### src/tsu_pkg.sv
package tsu_pkg;

  localparam int RawW     = 48;
  localparam int StampW   = 64;
  localparam int BitsW    = 6;
  localparam int SpanW    = RawW + 1;
  localparam int LoW      = RawW - 1;
  localparam int GapW     = 63;
  localparam int StepW    = 48;
  localparam int CfgIdxW  = 2;
  localparam int CfgDataW = 64;

  localparam int MinBits  = 8;
  localparam int MaxBits  = 48;

  localparam logic [BitsW-1:0]        TsBitsRst = BitsW'(32);
  localparam logic [GapW-1:0]         GapThrRst = GapW'(90000);
  localparam logic signed [StepW-1:0] FixStepRst = StepW'(3000);

  typedef logic [CfgIdxW-1:0] cfg_idx_t;

  localparam cfg_idx_t CFG_TS_BITS       = cfg_idx_t'(0);
  localparam cfg_idx_t CFG_GAP_THRESHOLD = cfg_idx_t'(1);
  localparam cfg_idx_t CFG_GAP_FIX_STEP  = cfg_idx_t'(2);

  typedef struct packed {
    logic [BitsW-1:0] eff_bits;
    logic [SpanW-1:0] span;
    logic [RawW-1:0]  mask;
    logic [LoW-1:0]   lo_edge;
    logic [RawW-1:0]  hi_edge;
  } tsu_width_t;

  typedef struct packed {
    tsu_width_t               w;
    logic [GapW-1:0]          gap_thr;
    logic signed [StepW-1:0]  fix_step;
  } tsu_cfg_t;

  function automatic tsu_width_t tsu_width(input logic [BitsW-1:0] bits);
    tsu_width_t       w;
    logic [BitsW-1:0] e;
    if (bits < BitsW'(MinBits)) begin
      e = BitsW'(MinBits);
    end else if (bits > BitsW'(MaxBits)) begin
      e = BitsW'(MaxBits);
    end else begin
      e = bits;
    end
    w.eff_bits = e;
    w.span     = SpanW'(1) << e;
    w.mask     = w.span[RawW-1:0] - RawW'(1);
    w.lo_edge  = LoW'(1) << (e - BitsW'(2));
    w.hi_edge  = RawW'(w.span - SpanW'(w.lo_edge));
    return w;
  endfunction

endpackage

### src/tsu_if.sv
interface tsu_in_if;
  import tsu_pkg::*;

  logic            valid;
  logic            ready;
  logic            req_type;
  logic [RawW-1:0] raw_stamp;

  modport source(output valid, req_type, raw_stamp, input ready);
  modport sink(input valid, req_type, raw_stamp, output ready);
endinterface

interface tsu_out_if;
  import tsu_pkg::*;

  logic                     valid;
  logic                     ready;
  logic signed [StampW-1:0] norm_stamp;
  logic                     gap_fixed;

  modport source(output valid, norm_stamp, gap_fixed, input ready);
  modport sink(input valid, norm_stamp, gap_fixed, output ready);
endinterface

interface tsu_cfg_if;
  import tsu_pkg::*;

  logic                valid;
  logic                ready;
  logic [CfgIdxW-1:0]  index;
  logic [CfgDataW-1:0] data;

  modport source(output valid, index, data, input ready);
  modport sink(input valid, index, data, output ready);
endinterface

### src/timestamp_unwrap_gap_fix.sv
// A sample beat passes the input register and then the result register on its way to the
// result channel; a stall on the result channel holds it back.
// Throughput: one input beat per cycle unless the result channel stalls; the wrap tracker,
// unwrap sum and gap check share one combinational pass between the input register and the result register.
// A restart beat updates the tracker and produces no result beat.
// Synchronous active-low reset clears the tracker and restores the register defaults.
module timestamp_unwrap_gap_fix (
  input logic        clk,
  input logic        rst_n,
  tsu_in_if.sink     in_ch,
  tsu_out_if.source  out_ch,
  tsu_cfg_if.sink    cfg_ch
);
  import tsu_pkg::*;

  typedef enum logic [1:0] {
    PH_IDLE,
    PH_HIGH,
    PH_WRAPPED
  } phase_t;

  tsu_cfg_t cfg;

  tsu_cfg_regs u_cfg (
    .clk   (clk),
    .rst_n (rst_n),
    .cfg   (cfg_ch),
    .cfg_o (cfg)
  );

  logic              s1_valid_r;
  logic              s1_restart_r;
  logic [RawW-1:0]   s1_raw_r;

  logic              out_valid_r;
  logic [StampW-1:0] out_stamp_r;
  logic              out_fixed_r;

  logic              origin_valid_r;
  logic [StampW-1:0] origin_r;
  phase_t            phase_r;
  logic [StampW-1:0] count_r;
  logic              prev_valid_r;
  logic [StampW-1:0] prev_out_r;

  logic              out_free;
  logic              s1_adv;
  logic              in_acc;

  logic [RawW-1:0]   ts;
  logic [StampW-1:0] org;
  logic              above_hi;
  logic              at_low;
  phase_t            phase_mid;
  logic [StampW-1:0] count_mid;
  logic [SpanW-1:0]  ts_adj;
  logic [StampW-1:0] raw_nts;
  logic [StampW-1:0] diff;
  logic [StampW-1:0] mag;
  logic              gap;
  logic [StampW-1:0] fix_nts;

  logic [StampW-1:0] nts_nxt;
  logic [StampW-1:0] origin_nxt;
  phase_t            phase_nxt;
  logic [StampW-1:0] count_nxt;

  assign out_free    = !out_valid_r || out_ch.ready;
  assign s1_adv      = s1_valid_r && out_free;
  assign in_ch.ready = !s1_valid_r || out_free;
  assign in_acc      = in_ch.valid && in_ch.ready;

  assign out_ch.valid      = out_valid_r;
  assign out_ch.norm_stamp = out_stamp_r;
  assign out_ch.gap_fixed  = out_fixed_r;

  always_comb begin
    ts       = s1_raw_r & cfg.w.mask;
    org      = origin_valid_r ? origin_r : StampW'(ts);
    above_hi = ts > cfg.w.hi_edge;
    at_low   = ts <= RawW'(cfg.w.lo_edge);

    phase_mid = phase_r;
    count_mid = count_r;
    if (above_hi && phase_r == PH_IDLE) begin
      phase_mid = PH_HIGH;
    end else if (at_low && phase_r == PH_HIGH) begin
      phase_mid = PH_WRAPPED;
    end else if (!at_low && !above_hi && phase_r == PH_WRAPPED) begin
      phase_mid = PH_IDLE;
      count_mid = count_r + StampW'(1);
    end

    ts_adj  = (phase_mid != PH_IDLE && at_low) ? (SpanW'(ts) | cfg.w.span) : SpanW'(ts);
    raw_nts = StampW'(ts_adj) + (count_mid << cfg.w.eff_bits) - org;

    diff    = raw_nts - prev_out_r;
    mag     = diff[StampW-1] ? (StampW'(0) - diff) : diff;
    gap     = prev_valid_r && (mag > StampW'(cfg.gap_thr));
    fix_nts = prev_out_r + StampW'(signed'(cfg.fix_step));

    if (gap) begin
      nts_nxt    = fix_nts;
      origin_nxt = StampW'(ts_adj) - fix_nts;
      phase_nxt  = (ts_adj > SpanW'(cfg.w.hi_edge)) ? PH_HIGH : PH_IDLE;
      count_nxt  = '0;
    end else begin
      nts_nxt    = raw_nts;
      origin_nxt = org;
      phase_nxt  = phase_mid;
      count_nxt  = count_mid;
    end
  end

  always_ff @(posedge clk) begin
    if (in_acc) begin
      s1_restart_r <= in_ch.req_type;
      s1_raw_r     <= in_ch.raw_stamp;
    end
    if (s1_adv && !s1_restart_r) begin
      out_stamp_r <= nts_nxt;
      out_fixed_r <= gap;
    end
  end

  always_ff @(posedge clk) begin
    if (!rst_n) begin
      s1_valid_r     <= 1'b0;
      out_valid_r    <= 1'b0;
      origin_valid_r <= 1'b0;
      origin_r       <= '0;
      phase_r        <= PH_IDLE;
      count_r        <= '0;
      prev_valid_r   <= 1'b0;
      prev_out_r     <= '0;
    end else begin
      if (in_acc) begin
        s1_valid_r <= 1'b1;
      end else if (s1_adv) begin
        s1_valid_r <= 1'b0;
      end

      if (s1_adv && !s1_restart_r) begin
        out_valid_r <= 1'b1;
      end else if (out_ch.ready) begin
        out_valid_r <= 1'b0;
      end

      if (s1_adv) begin
        if (s1_restart_r) begin
          origin_valid_r <= 1'b0;
          origin_r       <= '0;
          phase_r        <= PH_IDLE;
          count_r        <= '0;
        end else begin
          origin_valid_r <= 1'b1;
          origin_r       <= origin_nxt;
          phase_r        <= phase_nxt;
          count_r        <= count_nxt;
          prev_valid_r   <= 1'b1;
          prev_out_r     <= nts_nxt;
        end
      end
    end
  end

  a_ready_when_empty: assert property (@(posedge clk) disable iff (!rst_n)
    !s1_valid_r |-> in_ch.ready)
    else $error("input stage empty but not ready");

  a_restart_clears: assert property (@(posedge clk) disable iff (!rst_n)
    s1_adv && s1_restart_r |=> !origin_valid_r && count_r == '0 && phase_r == PH_IDLE)
    else $error("restart did not clear the tracker");

  a_sample_result: assert property (@(posedge clk) disable iff (!rst_n)
    s1_adv && !s1_restart_r |=>
      out_valid_r && prev_valid_r && origin_valid_r && out_stamp_r == prev_out_r)
    else $error("sample did not produce a matching result");

  a_no_fix_first: assert property (@(posedge clk) disable iff (!rst_n)
    s1_adv && !s1_restart_r && !prev_valid_r |=> !out_fixed_r)
    else $error("gap repair applied without a previous output");

endmodule

### src/tsu_cfg_regs.sv
module tsu_cfg_regs (
  input  logic             clk,
  input  logic             rst_n,
  tsu_cfg_if.sink          cfg,
  output tsu_pkg::tsu_cfg_t cfg_o
);
  import tsu_pkg::*;

  tsu_cfg_t cfg_r;

  assign cfg.ready = 1'b1;
  assign cfg_o     = cfg_r;

  always_ff @(posedge clk) begin
    if (!rst_n) begin
      cfg_r.w        <= tsu_width(TsBitsRst);
      cfg_r.gap_thr  <= GapThrRst;
      cfg_r.fix_step <= FixStepRst;
    end else if (cfg.valid) begin
      unique case (cfg.index)
        CFG_TS_BITS:       cfg_r.w        <= tsu_width(cfg.data[BitsW-1:0]);
        CFG_GAP_THRESHOLD: cfg_r.gap_thr  <= cfg.data[GapW-1:0];
        CFG_GAP_FIX_STEP:  cfg_r.fix_step <= cfg.data[StepW-1:0];
        default: ;
      endcase
    end
  end

endmodule
### src/flat_wrapper.sv
// flat-port wrapper written by rule: the top's interface ports become plain ports
module timestamp_unwrap_gap_fix_flat import tsu_pkg::*;
  (clk, rst_n, in_ch_valid, in_ch_req_type, in_ch_raw_stamp, in_ch_ready, out_ch_valid, out_ch_norm_stamp, out_ch_gap_fixed, out_ch_ready, cfg_ch_valid, cfg_ch_index, cfg_ch_data, cfg_ch_ready);
  tsu_in_if in_ch_i ();
  tsu_out_if out_ch_i ();
  tsu_cfg_if cfg_ch_i ();
  input logic clk;
  input logic rst_n;
  input wire logic [$bits(in_ch_i.valid)-1:0] in_ch_valid;
  input wire logic [$bits(in_ch_i.req_type)-1:0] in_ch_req_type;
  input wire logic [$bits(in_ch_i.raw_stamp)-1:0] in_ch_raw_stamp;
  output wire logic [$bits(in_ch_i.ready)-1:0] in_ch_ready;
  output wire logic [$bits(out_ch_i.valid)-1:0] out_ch_valid;
  output wire logic [$bits(out_ch_i.norm_stamp)-1:0] out_ch_norm_stamp;
  output wire logic [$bits(out_ch_i.gap_fixed)-1:0] out_ch_gap_fixed;
  input wire logic [$bits(out_ch_i.ready)-1:0] out_ch_ready;
  input wire logic [$bits(cfg_ch_i.valid)-1:0] cfg_ch_valid;
  input wire logic [$bits(cfg_ch_i.index)-1:0] cfg_ch_index;
  input wire logic [$bits(cfg_ch_i.data)-1:0] cfg_ch_data;
  output wire logic [$bits(cfg_ch_i.ready)-1:0] cfg_ch_ready;
  assign in_ch_i.valid = in_ch_valid;
  assign in_ch_i.req_type = in_ch_req_type;
  assign in_ch_i.raw_stamp = in_ch_raw_stamp;
  assign in_ch_ready = in_ch_i.ready;
  assign out_ch_valid = out_ch_i.valid;
  assign out_ch_norm_stamp = out_ch_i.norm_stamp;
  assign out_ch_gap_fixed = out_ch_i.gap_fixed;
  assign out_ch_i.ready = out_ch_ready;
  assign cfg_ch_i.valid = cfg_ch_valid;
  assign cfg_ch_i.index = cfg_ch_index;
  assign cfg_ch_i.data = cfg_ch_data;
  assign cfg_ch_ready = cfg_ch_i.ready;
  timestamp_unwrap_gap_fix u_core (.clk(clk), .rst_n(rst_n), .in_ch(in_ch_i), .out_ch(out_ch_i), .cfg_ch(cfg_ch_i));
endmodule
### config.mk
export PLATFORM = sky130hd
export DESIGN_NAME = timestamp_unwrap_gap_fix_flat
export DESIGN_NICKNAME = d
export VERILOG_FILES = /design/src/tsu_pkg.sv /design/src/tsu_if.sv /design/src/timestamp_unwrap_gap_fix.sv /design/src/tsu_cfg_regs.sv /design/src/flat_wrapper.sv
export SDC_FILE = /design/constraint.sdc
export NUM_CORES = 2
export LEC_CHECK = 0
export BUFFER_PORTS_ARGS = -buffer_cell sky130_fd_sc_hd__buf_2
export CAP_MARGIN = 10
export CELL_PAD_IN_SITES_DETAIL_PLACEMENT = 1
export CELL_PAD_IN_SITES_GLOBAL_PLACEMENT = 2
export CORE_ASPECT_RATIO = 0.8
export CORE_MARGIN = 2
export CORE_UTILIZATION = 38
export CTS_CLUSTER_DIAMETER = 60
export DETAILED_ROUTE_END_ITERATION = 10
export PLACE_DENSITY_LB_ADDON = 0.1
export SYNTH_ARGS = -nofsm -noshare
export SYNTH_HDL_FRONTEND = slang
export SYNTH_SLANG_ARGS = --single-unit
export TNS_END_PERCENT = 1
### constraint.sdc
create_clock -name clk -period 15.99 [get_ports clk]
set_input_delay 3.198 -clock clk [delete_from_list [all_inputs] [get_ports clk]]
set_output_delay 3.198 -clock clk [all_outputs]
set_load 0.01 [all_outputs]
-- After elaboration in Yosys (flattened, before gate mapping)
Cells that the tools add are included.
- bitwise logic cells: 3
- $add $sub $neg: 10
- reduce and logical (&&, ||, !) cells: 25
- eq/ne operators: 4
- shift-type cells: 3
- mux-type cells: 27
- order comparisons: 6
- operators by type and width (cell ; number):
    two-way mux 64 bit ; 10
    subtractor 64 bit ; 2
    adder 49 x 64 -> 64 bit ; 1
    adder 64 x 1 -> 64 bit, second input constant ; 1
    adder 64 bit ; 1
    > comparator 64 x 63 -> 1 bit ; 1
    << shifter 64 x 6 -> 64 bit ; 1
    subtractor 1 x 64 -> 64 bit, first input constant ; 1
    subtractor 49 x 64 -> 64 bit ; 1
    > comparator 49 x 48 -> 1 bit ; 1
    two-way mux 49 bit ; 1
    OR 48 x 49 -> 49 bit ; 1
    << shifter 1 x 6 -> 49 bit, first input constant ; 1
    bitwise AND 48 bit ; 1
    > comparator 48 bit ; 1
    less-or-equal comparator 48 x 47 -> 1 bit ; 1
    subtractor 48 x 1 -> 48 bit, second input constant ; 1
    subtractor 48 x 47 -> 48 bit ; 1
    << shifter 1 x 6 -> 47 bit, first input constant ; 1
    two-way mux 6 bit ; 5
    two-way mux 2 bit ; 5
    logical AND 1 bit ; 9
    AND reduction 2 bit ; 4
    > comparator 6 bit, second input constant ; 1
    other kinds (10) ; 25
- register bits: 621
- output and inout port bits: 68
- logic and storage cells: 97

-- Logic depth before layout (Yosys ltp)
- depth after elaboration: 20
- mapped depth: 80

-- Cells and area by module
Synthesis repeated with hierarchy kept, for this count alone.
- cell total of the unflattened synthesis: 7423
- area, all modules: 56739.4 um^2
- modules (own cells, without submodules) (module ; times used ; area each (um^2) ; cells each):
    timestamp_unwrap_gap_fix ; 1 ; 42324.3 ; 5486
    tsu_cfg_regs ; 1 ; 14415.1 ; 1937

-- Least setup slack after synthesis
No wires, ideal clock.
- path type: register to register
- start: register u_core.s1_raw_r[23]
- end: register u_core.out_stamp_r[23] (netlist: u_core.out_ch.norm_stamp[23]) (data pin)
- cell stages (with the launch flop): 76
- required time: 15727 ps
- path slack: 1227 ps
- data arrival time: 14501 ps
- path buffers: 7
- cell sequence: edfxtp_1 and2_1 ha_1 and2_0 o211ai_1 or4_4 nor4_4 a211oi_1 or3_1 buf_2 or4_1 or2_2 a31oi_1 mux2_2 o21ai_0 o21ai_0 nor2_1 a21oi_1 [40 not listed] o21a_1 o21a_1 o21ai_0 nand2b_1 a221oi_1 o221ai_1 a211oi_1 nor2b_1 o21ai_0 a211o_1 inv_1 a21oi_4 inv_2 buf_4 buf_2 buf_2 nor2_1 a21oi_1
- word-level cells in the longest chain between the ends: 19
- elaborated cells on any way between the ends: 29
- those cells by class: add/sub: 4; order compare: 3; shift: 1; mux: 10; bitwise: 2; reduce/logical: 9
- RTL lines (item ; line ; source):
    from (decl) ; timestamp_unwrap_gap_fix.sv:33 ; logic [RawW-1:0] s1_raw_r;
    from (signal assigned) ; timestamp_unwrap_gap_fix.sv:118 ; s1_raw_r <= in_ch.raw_stamp;
    bitwise AND 48 bit (*) ; timestamp_unwrap_gap_fix.sv:78 ; ts = s1_raw_r & cfg.w.mask;
    parallel branches: the longest is 11 deep, another holds adder 49 x 64 -> 64 bit ; -- ;
    subtractor 64 bit (*) ; timestamp_unwrap_gap_fix.sv:95 ; raw_nts = StampW'(ts_adj) + (count_mid << cfg.w.eff_bits) - org;
    subtractor 64 bit ; timestamp_unwrap_gap_fix.sv:97 ; diff = raw_nts - prev_out_r;
    subtractor 1 x 64 -> 64 bit ; timestamp_unwrap_gap_fix.sv:98 ; mag = diff[StampW-1] ? (StampW'(0) - diff) : diff;
    two-way mux 64 bit ; timestamp_unwrap_gap_fix.sv:98 ;
    > comparator 64 x 63 -> 1 bit ; timestamp_unwrap_gap_fix.sv:99 ; gap = prev_valid_r && (mag > StampW'(cfg.gap_thr));
    logical AND 1 bit ; timestamp_unwrap_gap_fix.sv:99 ;
    two-way mux 64 bit (*) ; timestamp_unwrap_gap_fix.sv:102 ; if (gap) begin
    net u_core.nts_nxt[23] ; timestamp_unwrap_gap_fix.sv:63 ; logic [StampW-1:0] nts_nxt;
    to (signal assigned) ; timestamp_unwrap_gap_fix.sv:121 ; out_stamp_r <= nts_nxt;
    to (decl) ; timestamp_unwrap_gap_fix.sv:36 ; logic [StampW-1:0] out_stamp_r;
Mark *: on every way through the listed nets, which the timed path passes.
A chain may end at the register's enable or synchronous reset.

-- Worst setup path in the final report
- start: register u_core.s1_raw_r[28]
- end: register u_core.prev_out_r[14]
- word-level cells in the longest chain between the ends: 19
- elaborated cells on any way between the ends: 29
- those cells by class: add/sub: 4; order compare: 3; shift: 1; mux: 10; bitwise: 2; reduce/logical: 9
- RTL lines (item ; line ; source):
    bitwise AND 48 bit (*) ; timestamp_unwrap_gap_fix.sv:78 ;
    parallel branches: the longest is 11 deep, another holds adder 49 x 64 -> 64 bit ; -- ;
    subtractor 64 bit (*) ; timestamp_unwrap_gap_fix.sv:95 ;
    subtractor 64 bit ; timestamp_unwrap_gap_fix.sv:97 ;
    subtractor 1 x 64 -> 64 bit ; timestamp_unwrap_gap_fix.sv:98 ;
    two-way mux 64 bit ; timestamp_unwrap_gap_fix.sv:98 ;
    > comparator 64 x 63 -> 1 bit ; timestamp_unwrap_gap_fix.sv:99 ;
    logical AND 1 bit ; timestamp_unwrap_gap_fix.sv:99 ;
    two-way mux 64 bit (*) ; timestamp_unwrap_gap_fix.sv:102 ;
    net u_core.nts_nxt[14] ; timestamp_unwrap_gap_fix.sv:63 ;
    to (signal assigned) ; timestamp_unwrap_gap_fix.sv:161 ; prev_out_r <= nts_nxt;
    to (decl) ; timestamp_unwrap_gap_fix.sv:44 ; logic [StampW-1:0] prev_out_r;
Marked as above.

==> results.txt <==
----------------------------------------------------
[Status]
  Result of the run ... completed

[Clock network]
  Number of buffers added by the clock tree synthesis step ... 90
  Clock tree from TritonCTS ... yes
  Clock insertion delay at the later pin of the skew report ... between 700 and 800 ps
  Clk Tree Root Cell ... sky130_fd_sc_hd__clkbuf_16
  Clock transition at the register clock pins on the worst setup and hold paths after CTS ... 60 ps
  Number of sinks handled by clock tree synthesis ... 621
  Number of H-tree levels ... 3
  Hold buffer count at cts ... 0
  Bufs on Longest Clock Path ... 3

[Setup path]
  Setup crit start kind ... flip-flop
  Worst endpoint data arrival time ... around 16000 ps
  Critical path's largest stage delay ... roughly 640 ps
  Crit path max-delay family ... compound AO/OA/AOI/OAI gates
  Launching point of the worst reg2reg path ... u_core.s1_raw_r[28]
  Critical Path End Type ... flip-flop
  Highest-delay cell along the critical path ... sky130_fd_sc_hd__fa_1
  Cell repeated most along the worst path ... sky130_fd_sc_hd__buf_4
  FF-to-FF setup slack ... ~530 ps
  Reg-to-reg endpoint ... u_core.prev_out_r[14]
  Path depth of the worst reg2reg path ... 78
  WS Path Type ... reg2reg
  Maximum fanout encountered on the critical timing path ... 18
  Worst Path Required ... around 17000 ps
  Bufs and invs on worst path ... 16

[Routing]
  Pre-Repair DR Iteration Count ... 5
  Count of nets left with antenna violations after detail routing ... 0
  Average wire length per cell after detail routing ... ~24 um
  Routed met3 length ... 11210 um
  DR vias ... 54661
  Remaining design rule violation count ... 0
  First DRT Iteration DRCs ... roughly 3600
  Detail Route met2 WL ... ~110000 um
  Detail-routed via count per cell ... about 5.7
  Top routing layer used ... met4
  Sum of routed wire segments on met1 ... just over 100000 um
  Total wire length ... 228400 um

[Timing]
  Achievable clock frequency ... 64.68 MHz
  Final critical-path required period ... around 15000 ps
  Max-slew headroom at the worst pin ... 0.2098
  Number of max-slew violations in the final report ... 0
  Final worst-path cycle share ... 0.9670
  Transition at the pin with the smallest max-transition slack ... approximately 1200 ps
  Final number of setup-violating endpoints ... 0
  Post-Route Skew ... between 40 and 50 ps
  Hold Fails Final Rpt ... 0

[Synth]
  Synthesis Warnings ... 0
  Share of the yosys chip area belonging to registers ... 0.2570
  Flip-flop and latch count after synthesis ... 621
  Cell with the most instances after synthesis ... sky130_fd_sc_hd__nand2_1
  Post-synth top area share ... 0.1922
  Count of different cell masters after synthesis ... approximately 110
  Top cells by area in the synthesized netlist ... sky130_fd_sc_hd__dfxtp_1, sky130_fd_sc_hd__ha_1, sky130_fd_sc_hd__nand2_1
  Post-synthesis cell count ... between 6000 and 7000
  Most area-hungry cell type in the Yosys netlist ... sky130_fd_sc_hd__dfxtp_1
  Top post-synthesis cells by count ... sky130_fd_sc_hd__nand2_1, sky130_fd_sc_hd__a21oi_1, sky130_fd_sc_hd__dfxtp_1
  Number of synthesized flops with an enable pin ... about 110
  Flip-flop cell with the highest count after synthesis ... sky130_fd_sc_hd__dfxtp_1
  Fraction of synthesis flops using an asynchronous set or reset pin ... 0
  Mean Syn Cell Area ... approximately 7.7 um^2
  Netlist Area Pre-Place ... 0.05281 mm^2

[Cells and area]
  Share of cells above drive strength 1 ... 0.2124
  Signed area change from the synthesized netlist to the final layout ... 26.13%
  Post-route cell area ... roughly 0.067 mm^2
  Final instance count without filler cells ... around 9700
  Number of nets in the layout ... 8400
  Filler Cell Count ... 16725

[Floorplanning]
  Core region area ... roughly 0.14 mm^2
  Die width ... ~420 um
  Vert. Die Dim ... ~340 um
  Number of primary I/O pins ... 188
  Floorplan row count ... around 120
  Die Area ... roughly 0.14 mm^2
  Starting density of the core ... 0.3823

[GRT]
  Vias in the first global route ... roughly 56000
  Largest net degree at the start of global routing ... between 80 and 90
  Total routing usage reported by global routing ... 0.3155
  Antenna violations before repair ... 6
  First-pass GRT wire length ... ~340000 um
  Aggregate global routing overflow ... 0

[Placement]
  Placed Instances ... around 9400
  Post-detail-place hpwl ... 177700 um
  Port Buffer Count ... 185
  Post-detailed-placement cell area ... approximately 0.062 mm^2
  Final weighted congestion of routability-driven global placement ... around 0.95

[Power and ir drop]
  Pwr/cell area ... 147.9 mW/mm^2
  Max IR drop VDD ... 106.3 uV
  Leakage component of the power ... 28.85 nW

[Min path]
  Hold endpoint ... u_core.u_cfg.cfg_o[209]
  Worst min path class ... reg2reg
  Hold Crit Start ... u_core.u_cfg.cfg_o[209]
  Hold path depth ... 1

[Job]
  Max-cap violation count ... 0

----------------------------------------------------
==> flip-flops by register name (all words and copies together) (netlist names) <==
name	cells
u_core.u_cfg.cfg_o	309
u_core.count_r	64
u_core.origin_r	64
u_core.out_ch.norm_stamp	64
u_core.prev_out_r	64
u_core.s1_raw_r	48
u_core.phase_r	2
u_core.origin_valid_r	1
u_core.out_ch.gap_fixed	1
u_core.out_ch.valid	1
u_core.prev_valid_r	1
u_core.s1_restart_r	1
u_core.s1_valid_r	1
==> metal layers <==
metal | vias to the layer above | global-route usage
li1 | 26096 | -
met1 | 26988 | 0.4179
met2 | 1241 | 0.5337
met3 | 336 | 0.03729
met4 | 0 | 0.09990
met5 | - | 0
==> metrics by stage <==
stage / hold WS, ps / utilization / setup TNS [ps] / setup WS (ps) / power (W)
3_5_place_dp: 422.3 / 0.4480 / -319460 / -1563 / 0.007479
6_report: 438.1 / 0.4822 / 0 / 528.3 / 0.009854
5_1_grt: 453.2 / 0.4821 / -1003 / -63.14 / 0.01057
4_1_cts: 439.5 / 0.4752 / 0 / 16.95 / 0.009746
2_1_floorplan: 406.5 / - / 0 / 1227 / 0.005170
3_3_place_gp: 417.7 / 0.4480 / -239220 / -1264 / 0.007343
==> worst max path at each step <==
stage,startpoint,endpoint,cells past startpoint
2_1_floorplan,u_core.s1_raw_r[23],u_core.out_ch.norm_stamp[23],75
3_3_place_gp,u_core.s1_raw_r[8],u_core.origin_r[53],76
3_5_place_dp,u_core.s1_raw_r[6],u_core.origin_r[53],75
4_1_cts,u_core.s1_raw_r[30],u_core.origin_r[53],79
5_1_grt,u_core.s1_raw_r[12],u_core.count_r[7],83
6_report,u_core.s1_raw_r[28],u_core.prev_out_r[14],78
==> placed cells by master (no fill, tap or decap), drive strengths merged, types with 162 or more instances in the layout <==
| cell | count |
|---|---|
| buf | 1123 |
| nand2 | 958 |
| a21oi | 652 |
| dfxtp | 507 |
| ha | 503 |
| inv | 499 |
| nor2 | 391 |
| o21ai | 321 |
| xnor2 | 277 |
| nand3 | 252 |
| a21o | 178 |
| nor3 | 162 |
==> where the power goes <==
group          switching [W]  leakage (nW)  internal [W]
Clock               0.000900          1.49       0.00118
Combinational        0.00327          22.2       0.00275
Sequential         0.0000480          5.19       0.00171
Total                0.00422          28.9       0.00564
==> logic make-up (layout without fill, tap and decap cells) <==
| group | count (synthesis) | count (layout) | synth area share |
|---|---|---|---|
| and+or+nand+nor | 2403 | 2403 | 0.2153 |
| AOI/OAI and AO/OA | 1837 | 1837 | 0.2206 |
| buffers and inverters | 798 | 1772 | 0.05764 |
| DFF | 621 | 621 | 0.2570 |
| adders and majority gates | 557 | 557 | 0.1394 |
| xor gates and xnor gates | 390 | 390 | 0.06522 |
| muxes | 210 | 210 | 0.04470 |
| other | 2 | 16 | 0.0001422 |
==> area by class of cell <==
cell class | instances | area, um^2 | area share
diodes | 4 | 10.01 | 0.0001503
clock buffers | 113 | 2472 | 0.03711
clock inverters | 57 | 569.3 | 0.008546
inverters | 477 | 1810 | 0.02718
multi-input cells | 5409 | 37540 | 0.5636
flip-flops and latches | 621 | 13580 | 0.2039
well taps | 1860 | 2327 | 0.03494
repair buffers | 1125 | 8300 | 0.1246
==> what timing repair did <==
item / CTS / global route
endpoints found under the setup margin: 259 / 259
resized for setup: 110 / 175
buffers inserted: 26 / 23
pin swaps: 35 / 81
gates cloned: 2 / 0
Power figures use the tool's default switching activity.
